==> src/hw/rtl/ffua_pkg.sv <==
// Package for the first-fit unit allocator: request and response payload types,
// mode codes, counter limits and the controller/datapath command and status types.
// Depends on nothing.
package ffua_pkg;

    // Request modes. The unused code behaves as a query.
    localparam logic [1:0] MODE_ALLOC = 2'd0;
    localparam logic [1:0] MODE_FREE  = 2'd1;
    localparam logic [1:0] MODE_QUERY = 2'd2;

    // Saturation limit of the 11-bit running counters.
    localparam logic [10:0] COUNT_MAX = 11'd2047;

    typedef struct packed {
        logic [1:0]  mode;
        logic [7:0]  owner_id;
        logic [10:0] unit_count;
    } ffua_req_t;

    typedef struct packed {
        logic        success;
        logic [9:0]  start_unit;
        logic [10:0] free_units;
        logic [10:0] allocated_total;
        logic [10:0] resident_count;
    } ffua_rsp_t;

    // Datapath operation selected by the controller.
    typedef enum logic [2:0] {
        DP_IDLE,
        DP_CLEAR,
        DP_ALLOC_SCAN,
        DP_ALLOC_FILL,
        DP_FREE_SCAN
    } ffua_op_t;

    typedef struct packed {
        ffua_op_t op;
        logic     capture;
        logic     finish;
    } ffua_cmd_t;

    typedef struct packed {
        logic clear_done;
        logic alloc_hit;
        logic alloc_miss;
        logic fill_done;
        logic free_done;
        logic out_room;
        logic new_alloc;
        logic new_free;
        logic new_size_zero;
    } ffua_status_t;

endpackage

==> src/hw/rtl/ffua_ctrl.sv <==
// Controller state machine of the first-fit unit allocator.
// Depends on ffua_pkg; drives the datapath through ffua_cmd_t and reads ffua_status_t.
module ffua_ctrl
    import ffua_pkg::*;
(
    input  logic         clk,
    input  logic         rst_n,
    input  logic         req_valid,
    output logic         req_ready,
    input  ffua_status_t status,
    output ffua_cmd_t    cmd
);

    typedef enum logic [2:0] {
        S_CLEAR,
        S_IDLE,
        S_ALLOC,
        S_FILL,
        S_FREE,
        S_FINISH
    } state_t;

    state_t state_reg;
    state_t state_next;
    logic   req_ready_reg;

    // Next state and command decode.
    always_comb
    begin
        state_next  = state_reg;
        cmd.op      = DP_IDLE;
        cmd.capture = 1'b0;
        cmd.finish  = 1'b0;
        case (state_reg)
            S_CLEAR:
            begin
                cmd.op = DP_CLEAR;
                if (status.clear_done)
                begin
                    state_next = S_IDLE;
                end
            end
            S_IDLE:
            begin
                if (req_valid && req_ready_reg)
                begin
                    cmd.capture = 1'b1;
                    if (status.new_size_zero)
                    begin
                        state_next = S_FINISH;
                    end
                    else if (status.new_alloc)
                    begin
                        state_next = S_ALLOC;
                    end
                    else if (status.new_free)
                    begin
                        state_next = S_FREE;
                    end
                    else
                    begin
                        state_next = S_FINISH;
                    end
                end
            end
            S_ALLOC:
            begin
                cmd.op = DP_ALLOC_SCAN;
                if (status.alloc_hit)
                begin
                    state_next = S_FILL;
                end
                else if (status.alloc_miss)
                begin
                    state_next = S_FINISH;
                end
            end
            S_FILL:
            begin
                cmd.op = DP_ALLOC_FILL;
                if (status.fill_done)
                begin
                    state_next = S_FINISH;
                end
            end
            S_FREE:
            begin
                cmd.op = DP_FREE_SCAN;
                if (status.free_done)
                begin
                    state_next = S_FINISH;
                end
            end
            S_FINISH:
            begin
                if (status.out_room)
                begin
                    cmd.finish = 1'b1;
                    state_next = S_IDLE;
                end
            end
            default:
            begin
                state_next = S_CLEAR;
            end
        endcase
    end

    // State register and registered ready.
    always_ff @(posedge clk or negedge rst_n)
    begin
        if (!rst_n)
        begin
            state_reg     <= S_CLEAR;
            req_ready_reg <= 1'b0;
        end
        else
        begin
            state_reg     <= state_next;
            req_ready_reg <= (state_next == S_IDLE);
        end
    end

    assign req_ready = req_ready_reg;

endmodule

==> config.mk <==
export PLATFORM = sky130hd
export DESIGN_NAME = ffua_ctrl
export DESIGN_NICKNAME = d
export VERILOG_FILES = /design/src/hw/rtl/ffua_pkg.sv /design/src/hw/rtl/ffua_ctrl.sv
export SDC_FILE = /design/constraint.sdc
export NUM_CORES = 1
export LEC_CHECK = 0
export ABC_AREA = 0
export BUFFER_PORTS_ARGS = -buffer_cell sky130_fd_sc_hd__buf_4
export CORE_AREA = 5 5 42 44
export DETAILED_ROUTE_END_ITERATION = 8
export DIE_AREA = 0 0 47 49
export SLEW_MARGIN = 20
export SYNTH_ARGS = -nofsm -noshare
export SYNTH_HDL_FRONTEND = slang
export SYNTH_SLANG_ARGS = --single-unit
==> constraint.sdc <==
create_clock -name clk -period 1.45 [get_ports clk]
set_input_delay 0.145 -clock clk [delete_from_list [all_inputs] [get_ports clk]]
set_output_delay 0.145 -clock clk [all_outputs]
set_load 0.01 [all_outputs]
**Word level (Yosys, flattened, before mapping)**

Cells that the tools add are included.

- Bits in registers: 4
- Latch bits: 0
- RAM bits: 0
- ROM bits: 0
- Input bits: 12
- Output and inout port bits: 6
- Word-level logic and storage cells: 26
- Memories kept: 0

- Add/sub/neg operators: 0
- Multipliers: 0
- Divide/modulo/power cells: 0
- Order comparisons: 0
- Equality and inequality tests: 6
- Shift-type cells: 0
- Multiplexer cells: 16
- Bitwise operators: 0
- Reduce and logical (&&, ||, !) cells: 2

Operator list:

| cell | count |
|---|---|
| $mux 3 | 9 |
| $pmux 3 s6 | 1 |
| $pmux 3 s4 | 1 |
| $eq 3x1->1 const B | 2 |
| $eq 3x2->1 const B | 2 |
| $eq 3x3->1 const B | 2 |
| $mux 1 | 5 |
| $logic_not 3->1 | 1 |
| $logic_and 1x1->1 | 1 |

**Depth between registers and ports, before layout**

Gate-level depths: netlist of run 1.

- Word-level depth: 6
- Mapped depth: 5
- Depth with buffers taken out: 4

**Worst setup path before layout of run 1**

OpenSTA, ideal clock, no wires.

- Kind: reg2reg
- Start: register state_reg[1]
- End: register req_ready_reg (netlist: req_ready)
- Library setup time: 0.139 ns
- Arrival time: 1.007 ns
- Data required time: 1.311 ns
- Setup slack: 0.304 ns
- Cell stages (with the launch flop): 5
- Buffers on the path: 1
- Period minus slack after synthesis: 1.146 ns
- Cell sequence: dfrtp_1 buf_4 and2b_1 o21ai_1 a41oi_2

- Word-level cells in the longest chain between the ends: 4
- Elaborated cells between the ends (all ways): 15
- Classes of those cells: 6 x eq/ne; 8 x mux; 1 x reduce/logical

Ends and longest elaborated chain:

| element | line | text |
|---|---|---|
| start: declaration | ffua_ctrl.sv:23 | `state_t state_reg;` |
| start signal: assignment | ffua_ctrl.sv:119 | `state_reg <= state_next;` |
| $mux 3 | ffua_ctrl.sv:73 | `else if (status.alloc_miss)` |
| $mux 3 | ffua_ctrl.sv:69 | `if (status.alloc_hit)` |
| $pmux 3 s6 (*) | ffua_ctrl.sv:34 | `case (state_reg)` |
| $eq 3x1->1 (*) | ffua_ctrl.sv:120 | `req_ready_reg <= (state_next == S_IDLE);` |
| end signal: assignment | ffua_ctrl.sv:120 |  |
| end: declaration | ffua_ctrl.sv:25 | `logic req_ready_reg;` |

Mark *: on every way between the ends. The rest lies on a longest branch, timed or not.

==> impl_results.md, run 1 <==
- Clk root buf: clkbuf_4
- Skew final: roughly 0.0038 ns
- Min Clock Period, post-route: 1.37 ns
- Hold Path End: state_reg[0]
- Hold Vio Cnt, Final: 0
- Worst R2R Path Depth: 5
- Most frequent cells in the layout: buf_4, nor2_1, clkbuf_4, dfrtp_2, o21ai_1
- CTS tree: built
- Total track usage: under 10%
- Max-Cap Viols: 0
- I/O Pins: 18
- Share of cells above drive strength 1: a little under three fifths
- Top cells by area, synth: dfrtp_1, a41oi_2, buf_4
- Syn-to-layout area delta: 63.5%
- Clock power frac: 15.4%
- Synth area leader: dfrtp_1
- Power share of the sequential group: a little under a quarter
- Post-route clock period utilization: between 90 and 100%
- Slowest stage delay, CP: 0.45 ns
- TritonCTS buffer count: 3
- Final-stage net count: 73
- Synthesized cell area: 325 um2
- Initial antenna violation count: 0
- Initial drt markers: 4
- Design Area, Final: roughly 530 um2
- DRC: 0
- Chip height: 49 um
- Vias per cell: around 4.8
- Worst reg-to-reg setup slack: around 0.15 ns
- Number of global-route vias before repair: roughly 330
- Slew headroom: roughly four fifths
- Design Power: about 0.9 mW
- Sw Share: around 37%
- Most common cell after layout, fill and taps aside: buf_4
- Worst-Skew Late Latency: ~0.24 ns
- Post-route ant nets: 0
- Core area: between 0.001 and 0.0015 mm2
- ANT cells: 0
- Synth Area per Inst: 9.29 um2
- Htree depth: 1
- Largest register FFs: 3
- Die ar.: 0.00230 mm2
- Net Switching: about 0.34 mW
- Status: completed
- Reg-to-Reg Start: state_reg[0]
- Filler Cell Count: approximately 160
- Routed wire length: 951 um
- Slowest-stage cell, CP: dfrtp_2
- Buffers added on ports: 17
- Crit Path Category: reg -> out
- Reg-to-Reg End: state_reg[2]
- Worst Tran Pin Value: around 0.3 ns
- First-pass DRT Iterations: 4
- Hold Path Stages: 3
- Total gr overflow: 0
- Worst min path class: in -> reg
- Area after DPL: between 400 and 500 um2
- Clock-pin slew on the worst setup and hold paths: ~0.040 ns
- Final Setup Violations: 0
- CP cell instances: nor3b_2 > nand3_1 > inv_2 > buf_6
- Net Count, Synth: 47
- Sink Count: 4
- Cells after Synth: 35
- Largest net degree at the start of global routing: 10
- First-pass GRT wire length: between 1000 and 1500 um
- Synth top area share: between 30% and 40%
- Fmax: 730 MHz
- Met2 WL post-DR: between 400 and 500 um
- CP Data Arrival Time: between 1 and 1.5 ns
- HPWL after detailed placement: about 750 um
- Max Fanout on Critical Path: 8
- Met1 Wirelength: ~390 um
- Required time worst endpoint: between 1 and 1.5 ns
- WL/cell: ~13 um
- Warnings, synthesis: 0
- Top routing layer used: met3
- Clk buf depth: 2
- Starting density of the core: 23.2%
- Critical Path Start Type: flop
- VDD IR max: ~0.66 mV
- Cell variety after synth: 27
- Beginning of the worst hold path: status[6]
- Comb power frac: about 60%
- Metal3 WL: slightly above 90 um
- Final Wtd Congestion: approximately 0.79
- P per Cell Area: about 1700 mW/mm2
- CP endpoint kind: output port
- Die Width: approximately 47 um
- Int Pwr: approximately 0.58 mW
- Row count: 14
- Seq cells post-synth: 4
- Vias: between 300 and 400
- Pins Over Slew Limit: 0
- Register area share after synthesis: between 30% and 40%
- Leak: 0.251 nW
worst max path at each step:
| stage | startpoint | to | cells after the start |
|---|---|---|---|
| final | state_reg[1] | cmd[1] | 4 |
| after global routing | state_reg[1] | cmd[1] | 4 |
| after CTS | state_reg[0] | cmd[1] | 4 |
| after detailed placement | state_reg[0] | state_reg[2] | 4 |
| after global placement | state_reg[0] | state_reg[2] | 4 |
| after floorplan | state_reg[1] | req_ready | 4 |
through the flow:
stage	hold WS [ns]	util [%]	instances	setup slack (ns)	setup TNS, ns
floorplan	-0.151	-	35	0.304	0
global placement	-0.0541	32.4	66	0.193	0
detailed placement	-0.0546	32.4	66	0.172	0
CTS	0.205	34.7	70	0.000577	0
global route	0.232	37.9	75	-0.00196	-0.00196
finish	0.216	37.9	75	0.0807	0
kinds of logic (layout without fill, tap and decap cells):
kind of cell,count (synthesis),in the layout,synth area share [%]
xor+xnor,1,1,2.69
mux,1,1,3.08
compound gates,11,11,26.5
buf+inv,5,29,10.4
flops,4,4,30.8
simple gates,13,13,26.5
repair_timing:
item / 4_1_cts / 5_1_grt
buffers inserted: 0 / 5
setup endpoints to repair: 0 / 1
hold buffers: 1 / 0
gates resized for setup: 0 / 5
hold endpoints to repair: 4 / 0
power groups by stage:
stage / Clock (mW) / Combinational, mW / Sequential [mW]
2_1_floorplan: 0 / 0.356 / 0.187
3_3_place_gp: 0 / 0.442 / 0.238
3_5_place_dp: 0 / 0.445 / 0.243
4_1_cts: 0.146 / 0.446 / 0.242
5_1_grt: 0.151 / 0.608 / 0.227
6_report: 0.142 / 0.561 / 0.219
critical path: cells and delay by family, from the launching register on:
family / cells / cell delay, ns
flops: 1 / 0.45
simple gates: 2 / 0.35
buf+inv: 2 / 0.19
Yosys cell counts, drive strengths merged:
| master | number |
|---|---|
| nand2b | 1 |
| a31oi | 1 |
| nand4 | 1 |
| or3 | 1 |
| or2b | 1 |
| nor2b | 1 |
| nor2 | 3 |
| a22o | 1 |
| nand2 | 1 |
| and4 | 1 |
| dfrtp | 4 |
| nand3 | 1 |
| and2b | 1 |
| nor3b | 1 |
| o32ai | 1 |
| o211ai | 1 |
| buf | 3 |
| a221o | 1 |
| o21ai | 3 |
| xor2 | 1 |
| mux2i | 1 |
| a41oi | 1 |
| o2bb2ai | 1 |
| inv | 2 |
| a21oi | 1 |
metal layers:
metal  track usage (%)  vias to the layer above
li1                  -                      180
met1              10.2                      168
met2              11.8                       14
met3              3.69                        0
met4              5.53                        0
met5                 0                        -
cell type report:
class,instances,area (um2),area share (%)
Multi-Input combinational cell,26,191,36.0
Timing Repair Buffer,24,186,35.1
Sequential cell,4,104,19.5
Clock buffer,3,22.5,4.24
Tap cell,16,20.0,3.76
Inverter,2,7.51,1.41
No activity file was read; power rests on OpenSTA's default activity.
==> run 2: changes to the inputs <==
--- a/config.mk
+++ b/config.mk
@@ -8,8 +8,10 @@
 export ABC_AREA = 0
 export BUFFER_PORTS_ARGS = -buffer_cell sky130_fd_sc_hd__buf_4
 export CORE_AREA = 5 5 42 44
+export CTS_BUF_LIST = sky130_fd_sc_hd__clkbuf_4 sky130_fd_sc_hd__clkbuf_8
 export DETAILED_ROUTE_END_ITERATION = 8
 export DIE_AREA = 0 0 47 49
+export PLACE_DENSITY = 0.52
 export SLEW_MARGIN = 20
 export SYNTH_ARGS = -nofsm -noshare
 export SYNTH_HDL_FRONTEND = slang
==> constraint.sdc (replaced) <==
create_clock -name clk -period 1.7 [get_ports clk]
set_input_delay 0.17 -clock clk [delete_from_list [all_inputs] [get_ports clk]]
set_output_delay 0.17 -clock clk [all_outputs]
set_load 0.01 [all_outputs]
==> run 2 against run 1 <==
Compared with the run above:
- total power shrank 26%
- core utilization shrank 3.8 points
- clock-buffer cell count is the same
- global-route usage grew 1.1 points
- via count shrank 5.5%
- flip-flop and latch count is the same
- register-to-register slack gained 0.25 ns
- critical path depth is the same
- sequential share of layout area grew 1.4 points
- highest routed layer is now met4
- critical path type unchanged
- largest cell class unchanged
- cell count shrank 8.0%
==> impl_results.md, run 2 (same netlist as run 1, synthesis figures left out) <==
- Htree depth: 1 (unchanged)
- Worst Tran Pin Value: 0.298 ns (-0.00464 ns)
- Required time worst endpoint: 1.53 ns (+0.22 ns)
- Sink Count: 4 (unchanged)
- Crit Path Category: reg -> out
- CP endpoint kind: output port
- CP Data Arrival Time: 1.33 ns (+0.11 ns)
- TritonCTS buffer count: 3 (unchanged)
- Hold Slack: 0.219 ns (+0.00365 ns)
- Area of the multi-input gates: 191 um2 (unchanged)
- Reg-to-Reg Start: state_reg[0]
- Util after Layout: 34.2% (-3.8 points)
- Largest net degree at the start of global routing: 12 (+2)
- Die ar.: 0.00230 mm2 (unchanged)
- Beginning of the worst hold path: status[6]
- Most common cell after layout, fill and taps aside: buf_4
- I/O Pins: 18 (unchanged)
- Final total negative setup slack: 0 ns (unchanged)
- Placed Instances: 65 (-1.5%)
- WL/cell: 12.9 um (+1.7%)
- Initial drt markers: 6 (+2)
- Final Wtd Congestion: 0.723 (-8.1%)
- Core area: 0.00140 mm2 (unchanged)
- Skew final: 0.00189 ns (-0.00186 ns)
- Max Fanout on Critical Path: 11 (+3)
- Share of cells above drive strength 1: 43.4% (-13 points)
- Vias per cell: 4.96 (+2.7%)
- Max-Cap Viols: 0 (unchanged)
- Row count: 14 (unchanged)
- Total track usage: 9.59% (+1.1 points)
- Worst-Skew Late Latency: 0.23 ns (about the same)
- CP cell instances: nor3b_2 > nand3_1 > inv_1 > buf_4
- Syn-to-layout area delta: 47.3%
- Fmax: between 600 and 700 MHz
- Total gr overflow: 0 (unchanged)
- Clock-pin slew on the worst setup and hold paths: 0.03 ns (about the same)
- Initial antenna violation count: 0 (unchanged)
- Filler Cell Count: 148 (-5.7%)
- Post-route insts no fill: 69 (-8.0%)
- Critical Path Start Type: flop
- Die Width: 47 um (unchanged)
- Leak: 0.226 nW (-9.7%)
- Unrepaired setup endpoints after global routing: false
- Clk root buf: clkbuf_4
- ANT cells: 0 (unchanged)
- Final Setup Violations: 0 (unchanged)
- Pins Over Slew Limit: 0 (unchanged)
- VDD IR max: 0.529 mV (-20%)
- Buffers added on ports: 17 (unchanged)
- P per Cell Area: 1430 mW/mm2 (-18%)
- First-pass GRT wire length: 1550 um (+15%)
- Min Clock Period, post-route: roughly 1.5 ns
- Clk buf depth: 2 (unchanged)
- Crit path from: state_reg[0]
- Final-stage net count: 67 (-8.2%)
- Most frequent cells in the layout: buf_4, dfrtp_1, nor2_1, clkbuf_4
- Seq. cell area: 100 um2 (-3.6%)
- Starting density of the core: 23.2% (unchanged)
- Slowest-stage cell, CP: dfrtp_1
- Vias: 342 (-5.5%)
- CTS tree: built
- Post-route ant nets: 0 (unchanged)
- First-pass DRT Iterations: 4 (unchanged)
- Chip height: 49 um (unchanged)
- Slew headroom: 79.9% (+0.31 points)
- Largest register FFs: 3 (unchanged)
- Status: completed
- Worst min path class: in -> reg
- Worst slack, placed: 0.413 ns (+0.241 ns)
- Number of global-route vias before repair: 373 (+14%)
- Post-route clock period utilization: 88.1%
- Routed wire length: 890 um (-6.4%)
- DRC: 0 (unchanged)
- Post-CTS sizing: 0 (unchanged)
- Final WS setup: 0.202 ns (+0.121 ns)
- Hold Vio Cnt, Final: 0 (unchanged)
- Slowest stage delay, CP: 0.51 ns (+0.06 ns)
run 2: cell count changes in the layout (fill, tap and decap cells not counted):
cell,delta
buf_4,-5
dfrtp_1,+3
dfrtp_2,-3
inv_1,+1
buf_6,-1
inv_2,-1
run 2: worst paths after layout:
kind	end	slack [ns]	depth (start not counted)
min in group asynchronous	state_reg[1]	0.27	2
min	state_reg[0]	0.22	3
max reg2reg	state_reg[2]	0.40	4
max in group asynchronous	req_ready	1.33	2
max	cmd[1]	0.20	4
min reg2reg	state_reg[1]	0.64	2
run 2: through the flow:
stage | instance area [um2] | total power [mW]
floorplan | 325 | 0.463
global placement | 447 | 0.567
detailed placement | 447 | 0.565
CTS | 479 | 0.693
global route | 479 | 0.740
finish | 479 | 0.683
run 2: critical path: cells and delay by family, from the launching register on:
family                 cells  cell delay (ns)
buffers and inverters      2             0.21
and+or+nand+nor            2             0.37
DFF                        1             0.51
run 2: final cells by class:
class	instances	area share [%]
Inverter	2	1.57
Sequential cell	4	20.9
Tap cell	16	4.18
Timing Repair Buffer	18	28.7
Clock buffer	3	4.70
Multi-Input combinational cell	26	39.9
run 2: repair_timing:
action                                 CTS  global route
buffers inserted                         0             0
endpoints found under the hold margin    4             0
hold buffers                             1             0
run 2: metal layers:
layer	vias to the layer above	share of wire, %	wire [um]	GRT usage [%]
met4	0	4.2	37	11.1
met5	-	0	0	0
met3	4	8.7	77	2.21
met1	151	43	383	11.9
met2	18	44	392	11.8
li1	169	-	-	-
run 2: power by group:
group / switching [mW] / internal, mW / total (mW)
logic: 0.152 / 0.200 / 0.352
clock network: 0.0379 / 0.0789 / 0.117
registers: 0.0795 / 0.134 / 0.214
